==> config.mk <==
export PLATFORM = sky130hd
export DESIGN_NAME = ipv6_text_address_parser
export DESIGN_NICKNAME = d
export VERILOG_FILES = /design/src/rtl/itap_pkg.sv /design/src/rtl/itap_classify.sv /design/src/rtl/itap_fifo.sv /design/src/rtl/itap_parse.sv /design/src/rtl/ipv6_text_address_parser.sv
export SDC_FILE = /design/constraint.sdc
export NUM_CORES = 1
export LEC_CHECK = 0
export BUFFER_PORTS_ARGS = -buffer_cell sky130_fd_sc_hd__buf_2
export CAP_MARGIN = 0
export CORE_ASPECT_RATIO = 1.25
export CORE_MARGIN = 2
export CORE_UTILIZATION = 50
export CTS_BUF_LIST = sky130_fd_sc_hd__clkbuf_8 sky130_fd_sc_hd__clkbuf_16
export CTS_CLUSTER_DIAMETER = 100
export DETAILED_ROUTE_END_ITERATION = 8
export PLACE_DENSITY = 0.68
export SLEW_MARGIN = 20
export SYNTH_ARGS = -nofsm -noshare
export SYNTH_HDL_FRONTEND = slang
export SYNTH_SLANG_ARGS = --single-unit
==> constraint.sdc <==
create_clock -name clk_i -period 14.6 [get_ports clk_i]
set_clock_uncertainty 0.1 [all_clocks]
set_input_delay 1.46 -clock clk_i [delete_from_list [all_inputs] [get_ports clk_i]]
set_output_delay 1.46 -clock clk_i [all_outputs]
set_load 0.005 [all_outputs]
==> src/rtl/itap_pkg.sv <==
// itap_pkg: shared types and constants of the ipv6 text address parser
// no dependencies; imported by every module under rtl
package itap_pkg;

  localparam int unsigned GROUP_COUNT = 8;
  localparam int unsigned MAX_DIGITS  = 4;
  localparam int unsigned GROUP_W     = 16;
  localparam int unsigned GIDX_W      = 3;
  localparam int unsigned DCNT_W      = 3;
  localparam int unsigned ERR_W       = 3;
  localparam int unsigned OUT_DATA_W  = 136;

  localparam logic [7:0] CHAR_COLON = 8'h3A;
  localparam logic [7:0] CHAR_DASH  = 8'h2D;

  typedef enum logic [1:0] {
    CK_HEX,
    CK_COLON,
    CK_DASH,
    CK_OTHER
  } char_kind_e;

  typedef enum logic [1:0] {
    PH_START,
    PH_PREFIX,
    PH_BODY
  } phase_e;

  typedef enum logic [ERR_W-1:0] {
    ERR_NONE        = 3'd0,
    ERR_PREFIX_LONG = 3'd1,
    ERR_PREFIX_BAD  = 3'd2,
    ERR_GROUP_LONG  = 3'd3,
    ERR_COLONS      = 3'd4,
    ERR_GROUPS      = 3'd5,
    ERR_EMPTY       = 3'd6,
    ERR_CHAR        = 3'd7
  } err_e;

  // one classified character as it sits in the queue
  typedef struct packed {
    logic       is_last;
    char_kind_e kind;
    logic [3:0] digit;
  } chr_item_t;

endpackage

==> src/rtl/itap_classify.sv <==
// itap_classify: front end, sorts each character into hex digit, colon, dash or other
// depends on itap_pkg
module itap_classify (
  input  logic [7:0]          char_i,
  input  logic                last_i,
  output itap_pkg::chr_item_t item_o
);
  import itap_pkg::*;

  always_comb begin
    item_o.is_last = last_i;
    item_o.digit   = 4'd0;
    item_o.kind    = CK_OTHER;
    if (char_i >= 8'h30 && char_i <= 8'h39) begin
      item_o.kind  = CK_HEX;
      item_o.digit = char_i[3:0];
    end else if ((char_i >= 8'h61 && char_i <= 8'h66) ||
                 (char_i >= 8'h41 && char_i <= 8'h46)) begin
      // 'a'..'f' and 'A'..'F' share the low three bits: 1..6
      item_o.kind  = CK_HEX;
      item_o.digit = 4'd9 + {1'b0, char_i[2:0]};
    end else if (char_i == CHAR_COLON) begin
      item_o.kind = CK_COLON;
    end else if (char_i == CHAR_DASH) begin
      item_o.kind = CK_DASH;
    end
  end

endmodule

==> src/rtl/itap_fifo.sv <==
// itap_fifo: short queue of classified characters between front and back end
// depends on itap_pkg
module itap_fifo #(
  parameter int unsigned DEPTH = 2
) (
  input  logic                clk_i,
  input  logic                rst_ni,
  input  logic                wr_valid_i,
  output logic                wr_ready_o,
  input  itap_pkg::chr_item_t wr_item_i,
  output logic                rd_valid_o,
  input  logic                rd_ready_i,
  output itap_pkg::chr_item_t rd_item_o
);
  import itap_pkg::*;

  localparam int unsigned PTR_W = (DEPTH > 1) ? $clog2(DEPTH) : 1;
  localparam int unsigned CNT_W = $clog2(DEPTH + 1);

  chr_item_t        mem_q [DEPTH];
  logic [PTR_W-1:0] wr_ptr_q, wr_ptr_d, rd_ptr_q, rd_ptr_d;
  logic [CNT_W-1:0] cnt_q, cnt_d;
  logic             wr, rd;

  assign wr_ready_o = (cnt_q != CNT_W'(DEPTH));
  assign rd_valid_o = (cnt_q != '0);
  assign rd_item_o  = mem_q[rd_ptr_q];
  assign wr         = wr_valid_i && wr_ready_o;
  assign rd         = rd_valid_o && rd_ready_i;

  always_comb begin
    wr_ptr_d = wr_ptr_q;
    rd_ptr_d = rd_ptr_q;
    cnt_d    = cnt_q;
    if (wr) begin
      wr_ptr_d = (wr_ptr_q == PTR_W'(DEPTH - 1)) ? '0 : wr_ptr_q + 1'b1;
    end
    if (rd) begin
      rd_ptr_d = (rd_ptr_q == PTR_W'(DEPTH - 1)) ? '0 : rd_ptr_q + 1'b1;
    end
    unique case ({wr, rd})
      2'b10:   cnt_d = cnt_q + 1'b1;
      2'b01:   cnt_d = cnt_q - 1'b1;
      default: cnt_d = cnt_q;
    endcase
  end

  always_ff @(posedge clk_i or negedge rst_ni) begin
    if (!rst_ni) begin
      wr_ptr_q <= '0;
      rd_ptr_q <= '0;
      cnt_q    <= '0;
    end else begin
      wr_ptr_q <= wr_ptr_d;
      rd_ptr_q <= rd_ptr_d;
      cnt_q    <= cnt_d;
    end
  end

  always_ff @(posedge clk_i) begin
    if (wr) begin
      mem_q[wr_ptr_q] <= wr_item_i;
    end
  end

endmodule

==> src/rtl/itap_parse.sv <==
// itap_parse: back end, runs the prefix/body parser, places the groups and holds the result
// depends on itap_pkg
module itap_parse (
  input  logic                           clk_i,
  input  logic                           rst_ni,
  input  logic                           item_valid_i,
  output logic                           item_ready_o,
  input  itap_pkg::chr_item_t            item_i,
  output logic                           m_axis_tvalid_o,
  input  logic                           m_axis_tready_i,
  output logic [itap_pkg::OUT_DATA_W-1:0] m_axis_tdata_o
);
  import itap_pkg::*;

  logic [GROUP_W-1:0] grp_q [GROUP_COUNT];
  logic [GROUP_W-1:0] grp_d [GROUP_COUNT];
  logic [GROUP_COUNT-1:0] has_q, has_d;
  logic [GIDX_W-1:0]  gi_q, gi_d, gap_q, gap_d;
  logic [DCNT_W-1:0]  dc_q, dc_d;
  logic [1:0]         colon_q, colon_d;
  logic [GROUP_W-1:0] fill_q, fill_d;
  phase_e             phase_q, phase_d;
  err_e               err_q, err_d;

  logic               out_valid_q, out_valid_d;
  logic [GROUP_W-1:0] out_grp_q [GROUP_COUNT];
  logic [GROUP_W-1:0] res [GROUP_COUNT];
  err_e               out_err_q, fin_err;

  logic pop, do_body, empty_grp;

  assign item_ready_o = !item_i.is_last || !out_valid_q || m_axis_tready_i;
  assign pop          = item_valid_i && item_ready_o;

  // parser step
  always_comb begin
    grp_d   = grp_q;
    has_d   = has_q;
    gi_d    = gi_q;
    gap_d   = gap_q;
    dc_d    = dc_q;
    colon_d = colon_q;
    fill_d  = fill_q;
    phase_d = phase_q;
    err_d   = err_q;
    do_body = 1'b0;
    if (pop && err_q == ERR_NONE) begin
      unique case (phase_q)
        PH_START: begin
          if (item_i.kind == CK_DASH) begin
            phase_d = PH_PREFIX;
          end else begin
            phase_d = PH_BODY;
            do_body = 1'b1;
          end
        end
        PH_PREFIX: begin
          if (item_i.kind == CK_DASH) begin
            if (dc_q == '0) begin
              err_d = ERR_PREFIX_BAD;
            end else begin
              phase_d = PH_BODY;
              dc_d    = '0;
            end
          end else if (dc_q >= DCNT_W'(MAX_DIGITS)) begin
            err_d = ERR_PREFIX_LONG;
          end else if (item_i.kind != CK_HEX) begin
            err_d = ERR_PREFIX_BAD;
          end else begin
            fill_d = {fill_q[GROUP_W-5:0], item_i.digit};
            dc_d   = dc_q + 1'b1;
          end
        end
        default: do_body = 1'b1;
      endcase
    end
    if (do_body) begin
      if (item_i.kind == CK_COLON) begin
        if (colon_q == 2'd0) begin
          if (gi_q == GIDX_W'(GROUP_COUNT - 1)) begin
            err_d = ERR_GROUPS;
          end else begin
            gi_d    = gi_q + 1'b1;
            dc_d    = '0;
            colon_d = 2'd1;
          end
        end else if (colon_q == 2'd1 && gap_q == '0) begin
          gap_d   = gi_q;
          colon_d = 2'd2;
        end else begin
          err_d = ERR_COLONS;
        end
      end else if (item_i.kind != CK_HEX) begin
        err_d = ERR_CHAR;
      end else if (dc_q >= DCNT_W'(MAX_DIGITS)) begin
        err_d = ERR_GROUP_LONG;
      end else begin
        for (int k = 0; k < GROUP_COUNT; k++) begin
          if (GIDX_W'(k) == gi_q) begin
            grp_d[k] = {grp_q[k][GROUP_W-5:0], item_i.digit};
            has_d[k] = 1'b1;
          end
        end
        dc_d    = dc_q + 1'b1;
        colon_d = 2'd0;
      end
    end
  end

  // end-of-address checks and group placement on the stepped state
  always_comb begin
    logic [GIDX_W:0]   sum;
    logic [GIDX_W-1:0] src;
    empty_grp = 1'b0;
    for (int i = 0; i < GROUP_COUNT; i++) begin
      if (GIDX_W'(i) <= gi_d && !has_d[i] &&
          !(i == 0 && gap_d == GIDX_W'(1)) &&
          !(GIDX_W'(i) == gi_d && gap_d != '0 && gap_d == gi_d)) begin
        empty_grp = 1'b1;
      end
    end
    fin_err = err_d;
    if (fin_err == ERR_NONE && phase_d != PH_BODY) begin
      fin_err = ERR_PREFIX_BAD;
    end else if (fin_err == ERR_NONE && empty_grp) begin
      fin_err = ERR_EMPTY;
    end
    for (int j = 0; j < GROUP_COUNT; j++) begin
      res[j] = fill_d;
      // groups ahead of the gap keep their place
      if (GIDX_W'(j) < gap_d && GIDX_W'(j) <= gi_d && has_d[j]) begin
        res[j] = grp_d[j];
      end
      // groups from the gap on are right-aligned
      sum = {1'b0, GIDX_W'(j)} + {1'b0, gi_d} + 1'b1;
      src = sum[GIDX_W-1:0];
      if (sum[GIDX_W] && src >= gap_d && has_d[src]) begin
        res[j] = grp_d[src];
      end
      if (fin_err != ERR_NONE) begin
        res[j] = '0;
      end
    end
  end

  always_comb begin
    out_valid_d = out_valid_q;
    if (out_valid_q && m_axis_tready_i) begin
      out_valid_d = 1'b0;
    end
    if (pop && item_i.is_last) begin
      out_valid_d = 1'b1;
    end
  end

  always_ff @(posedge clk_i or negedge rst_ni) begin
    if (!rst_ni) begin
      for (int k = 0; k < GROUP_COUNT; k++) begin
        grp_q[k] <= '0;
      end
      has_q       <= '0;
      gi_q        <= '0;
      gap_q       <= '0;
      dc_q        <= '0;
      colon_q     <= '0;
      fill_q      <= '0;
      phase_q     <= PH_START;
      err_q       <= ERR_NONE;
      out_valid_q <= 1'b0;
    end else begin
      out_valid_q <= out_valid_d;
      if (pop && item_i.is_last) begin
        // address done, back to the reset state
        for (int k = 0; k < GROUP_COUNT; k++) begin
          grp_q[k] <= '0;
        end
        has_q   <= '0;
        gi_q    <= '0;
        gap_q   <= '0;
        dc_q    <= '0;
        colon_q <= '0;
        fill_q  <= '0;
        phase_q <= PH_START;
        err_q   <= ERR_NONE;
      end else begin
        grp_q   <= grp_d;
        has_q   <= has_d;
        gi_q    <= gi_d;
        gap_q   <= gap_d;
        dc_q    <= dc_d;
        colon_q <= colon_d;
        fill_q  <= fill_d;
        phase_q <= phase_d;
        err_q   <= err_d;
      end
    end
  end

  always_ff @(posedge clk_i) begin
    if (pop && item_i.is_last) begin
      out_grp_q <= res;
      out_err_q <= fin_err;
    end
  end

  always_comb begin
    m_axis_tdata_o = '0;
    for (int j = 0; j < GROUP_COUNT; j++) begin
      m_axis_tdata_o[j*GROUP_W +: GROUP_W] = out_grp_q[j];
    end
    m_axis_tdata_o[GROUP_COUNT*GROUP_W +: ERR_W] = out_err_q;
  end

  assign m_axis_tvalid_o = out_valid_q;

endmodule

==> src/rtl/ipv6_text_address_parser.sv <==
// ipv6_text_address_parser: top level, character classifier, queue and parser back end
// depends on itap_pkg, itap_classify, itap_fifo, itap_parse
//
// usage
//   slave side: one ascii character per beat on s_axis_tdata_i, s_axis_tlast_i high on
//   the last character of an address. an optional leading "-hex-" sets the fill value
//   for groups the text does not name (zero otherwise)
//   master side: one beat per address, sent for the last character only, carrying the
//   eight 16-bit groups and a 3-bit error code (first error seen; groups all zero on error)
// throughput: one character per cycle, set by the parser step in the back end, unless a
//   last character waits on a held result beat; the queue keeps the slave side open
//   while a result beat waits. path: a last character is written into the queue, and the
//   parser step loads the output register with its result as it pops it from the queue
// reset: queue empty, parser at the start of an address, no result beat pending
// stall: while m_axis_tready_i is low a held result blocks only the next last character;
//   ordinary characters keep flowing until the queue fills, then s_axis_tready_o drops
module ipv6_text_address_parser #(
  parameter int unsigned QUEUE_DEPTH = 2
) (
  input  logic                            clk_i,
  input  logic                            rst_ni,
  input  logic                            s_axis_tvalid_i,
  output logic                            s_axis_tready_o,
  input  logic [7:0]                      s_axis_tdata_i,  // [7:0] character
  input  logic                            s_axis_tlast_i,  // is_last
  output logic                            m_axis_tvalid_o,
  input  logic                            m_axis_tready_i,
  // [15:0] group_0, [31:16] group_1 ... [127:112] group_7, [130:128] error_code,
  // [135:131] zero
  output logic [itap_pkg::OUT_DATA_W-1:0] m_axis_tdata_o
);
  import itap_pkg::*;

  chr_item_t cls_item, q_item;
  logic      q_valid, q_ready;

  // front: character classes
  itap_classify u_classify (
    .char_i (s_axis_tdata_i),
    .last_i (s_axis_tlast_i),
    .item_o (cls_item)
  );

  // queue parting front and back
  itap_fifo #(
    .DEPTH (QUEUE_DEPTH)
  ) u_fifo (
    .clk_i      (clk_i),
    .rst_ni     (rst_ni),
    .wr_valid_i (s_axis_tvalid_i),
    .wr_ready_o (s_axis_tready_o),
    .wr_item_i  (cls_item),
    .rd_valid_o (q_valid),
    .rd_ready_i (q_ready),
    .rd_item_o  (q_item)
  );

  // back: parser state, group placement, result register
  itap_parse u_parse (
    .clk_i           (clk_i),
    .rst_ni          (rst_ni),
    .item_valid_i    (q_valid),
    .item_ready_o    (q_ready),
    .item_i          (q_item),
    .m_axis_tvalid_o (m_axis_tvalid_o),
    .m_axis_tready_i (m_axis_tready_i),
    .m_axis_tdata_o  (m_axis_tdata_o)
  );

  // an error result never carries group data
  a_err_zero_groups : assert property (@(posedge clk_i) disable iff (!rst_ni)
    m_axis_tvalid_o && m_axis_tdata_o[GROUP_COUNT*GROUP_W +: ERR_W] != ERR_NONE |->
      m_axis_tdata_o[GROUP_COUNT*GROUP_W-1:0] == '0)
    else $error("error result with non-zero groups");

  // a last character taken by the back end always produces a result beat
  a_last_gives_beat : assert property (@(posedge clk_i) disable iff (!rst_ni)
    q_valid && q_ready && q_item.is_last |=> m_axis_tvalid_o)
    else $error("last character consumed without a result beat");

  // an accepted beat is visible to the back end in the next cycle
  a_beat_queued : assert property (@(posedge clk_i) disable iff (!rst_ni)
    s_axis_tvalid_i && s_axis_tready_o |=> q_valid)
    else $error("accepted beat missing from queue");

endmodule

==> results_dict.tcl <==
set metrics [dict create \
    cp_top_family "buffers and inverters" \
    cts_tree "yes" \
    crit_type "reg -> reg" \
    min_path_type "reg -> reg" \
    vias 17987 \
    async_reset_ff_share_pct 54.4 \
    io_pins 151 \
    max_stage_delay_ps 990 \
    globalRouteOverflowTotal 0 \
    drive_gt1_share_pct 15.8 \
    syn_inst 2091 \
    rrSetupSlack_ps 6820 \
    yosysSeqAreaShare_pct 41.5 \
    gp_congestion 0.984 \
    gr-usage-all-layers_pct 37.9 \
    ir_worst_vdd_mv 0.173 \
    area_growth_pct 12.3 \
    synth_top_area_share_pct 24.5 \
    setup_violations 0 \
    arrival_ps 8040 \
    power_leakage_nw 9.95 \
    mostFrequentLayoutCells "mux2i_1 (510), nor2_1 (296), nand2_1 (204), dfrtp_1 (173), edfxtp_1 (145)" \
    wl_per_cell_um 29.9 \
    ctsRootBufferMaster "clkbuf_16" \
    die_h_um 233 \
    num_antenna_cells 0 \
    cts_resized 0 \
    layout_commonest_cell "mux2i_1" \
    slowest_stage "dfrtp_1" \
    cts.sink_count 318 \
    ys.flop_type "dfrtp_1" \
    p_per_area_nw_per_um2 158 \
    power_mw 3.72 \
    cts_inserted_buffers 36 \
    final_nets 2234 \
    initial_core_util_pct 50.8 \
    vias_per_cell 6.49 \
    worst_pin_slew_ps 1110 \
    clk-insertion-delay-late_ps 550 \
    ant_nets 0 \
    path_buf_inv 4 \
    drc_errors 0 \
    hold_viol_final 0 \
    core_region_area_sq_um 41200 \
    wirelength_um 83000 \
    rsz0062_at_grt "false" \
    status "complete, no violations" \
    ys_ff_latch 318 \
    required_ps 14860 \
    final-max-slew-violation-count 0 \
    fp.dieArea_sq_um 43600 \
    crit_chain "mux2i_2 -> o211a_1 -> buf_4 -> nand4_1 -> buf_4 -> nand2_4 -> clkinv_2 -> ha_1 -> nand3_1 -> a21oi_1 -> o21ai_0 -> a32oi_1 -> o2111ai_1 -> a211oi_1 -> nand3_4 -> buf_4 -> a211oi_1" \
    crit_fanout 71 \
    drtIter0Drc 1372 \
    synth_area_leaders "mux2i_1 (25%), edfxtp_1 (21%), dfrtp_1 (21%)" \
    cts_hold_buf 0 \
    hpwl_um 60300 \
    final_util_pct 57.0 \
    grt_pass1_vias 17859 \
    grt_pass1_wl_um 121000 \
    finalSetupTns_ps 0 \
    clk_pin_slew_ps 60 \
    fmax_mhz 129 \
    fillers 3684 \
    cp_common_cell "buf_4" \
    synth_cell_type_count 91 \
    postLayoutCellArea_sq_um 23500 \
    startpoint_type "flip-flop" \
    final.period_utilization_pct 53.3 \
    drt_first_pass_iters 6 \
    critPathCaptureType "flip-flop" \
    port_buffers 145 \
    relSlewSlack_pct 24.7 \
    ctsLongestPathBuffers 3 \
    die_w_um 187 \
    cts_setup_buffers 0 \
    num_rows 83 \
    yosysTopAreaCell "mux2i_1" \
    yosysWarnings 0 \
    grt_max_degree 201 \
    grt_antenna_before_repair 1 \
    dpl_cell_area_sq_um 22300 \
    period_minus_slack_ps 7780 \
    synth-edff-count 145 \
    holdWs_ps 403 \
    syn_area_per_cell_sq_um 10.0 \
    cap_violations 0 \
    syn_area_sq_um 20900 \
    h-tree-depth 2 \
]
==> sequential cells by signal, indices dropped and copies added, names as in the netlist <==
| register | flops |
|---|---|
| u_parse.err_q | 3 |
| u_fifo.mem_q | 14 |
| u_parse.out_err_q | 3 |
| u_parse.grp_q | 128 |
| u_fifo.rd_ptr_q | 1 |
| u_parse.fill_q | 16 |
| u_parse.has_q | 8 |
| u_parse.gi_q | 3 |
| u_parse.colon_q | 2 |
| u_fifo.wr_ptr_q | 1 |
| u_parse.gap_q | 3 |
| u_parse.phase_q | 2 |
| u_parse.dc_q | 3 |
| u_parse.m_axis_tdata_o | 128 |
| u_parse.m_axis_tvalid_o | 1 |
| u_fifo.cnt_q | 2 |
==> path summary, 6_finish.rpt <==
| check | startpoint | end | depth (start not counted) |
|---|---|---|---|
| max | u_fifo.rd_ptr_q$_DFFE_PN0P_ | u_parse.m_axis_tdata_o[121]$_SDFFCE_PP0P_ | 17 |
| min | u_fifo.wr_ptr_q$_DFFE_PN0P_ | u_fifo.wr_ptr_q$_DFFE_PN0P_ | 1 |
| max reg2reg | u_fifo.rd_ptr_q$_DFFE_PN0P_ | u_parse.m_axis_tdata_o[121]$_SDFFCE_PP0P_ | 17 |
| min reg2reg | u_fifo.wr_ptr_q$_DFFE_PN0P_ | u_fifo.wr_ptr_q$_DFFE_PN0P_ | 1 |
| max in group asynchronous | rst_ni | u_parse.grp_q[54]$_DFF_PN0_ | 3 |
| min in group asynchronous | rst_ni | u_parse.gi_q[2]$_DFF_PN0_ | 1 |
==> area by class of cell <==
class | count | area [sq um] | area share (%)
multi-input cells | 1594 | 11600 | 49.2
clock buffers | 43 | 997 | 4.24
inverters | 27 | 103 | 0.436
flip-flops and latches | 318 | 8680 | 36.9
clock inverters | 22 | 151 | 0.644
well taps | 552 | 691 | 2.94
repair buffers | 216 | 1310 | 5.57
==> Yosys cell counts (18+ instances only) <==
library cell and count:
inv_1 19, a211oi_1 54, nand2_1 205, a21oi_1 107, mux2_2 18, buf_2 45, ha_1 28, dfrtp_1 173
nor2_1 296, buf_1 19, clkbuf_1 72, nand3_1 19, o211ai_1 41, mux2i_1 513, o21ai_0 47, edfxtp_1 145
==> layer usage <==
metal  share of wire, %  vias to the layer above  track usage (%)
li1                   -                     7908                -
met4                9.1                        2             29.8
met2                 51                      853             67.4
met3                5.6                      299             4.66
met1                 35                     8925             41.0
met5              0.011                        -                0
==> metrics by stage <==
step                      std cells  setup WS [ps]
final                          2772           6820
after detailed placement       2706           6490
after CTS                      2771           6950
after global placement         2704           6670
after floorplan                2095           8030
after global routing           2772           6310
==> cell families (layout without fill, tap and decap cells) <==
logic type      count (synthesis)  in the layout  synth area share, %
simple gates                  626            626                 13.2
mux                           539            539                 26.3
compound gates                387            387                 13.0
flops                         318            318                 41.5
buf+inv                       183            308                 3.96
fa+ha+maj                      28             28                 1.67
xor+xnor                        9              9                0.412
other cells                     1              5               0.0179
==> where the power goes <==
| part | total (mW) | internal (mW) | leakage, nW | switching, mW |
|---|---|---|---|---|
| Clock | 0.903 | 0.507 | 0.595 | 0.397 |
| Combinational | 1.55 | 0.496 | 5.53 | 1.05 |
| Sequential | 1.27 | 1.16 | 3.82 | 0.104 |
| Total | 3.72 | 2.17 | 9.95 | 1.56 |
Note: power is estimated with default switching activity, not from simulation.
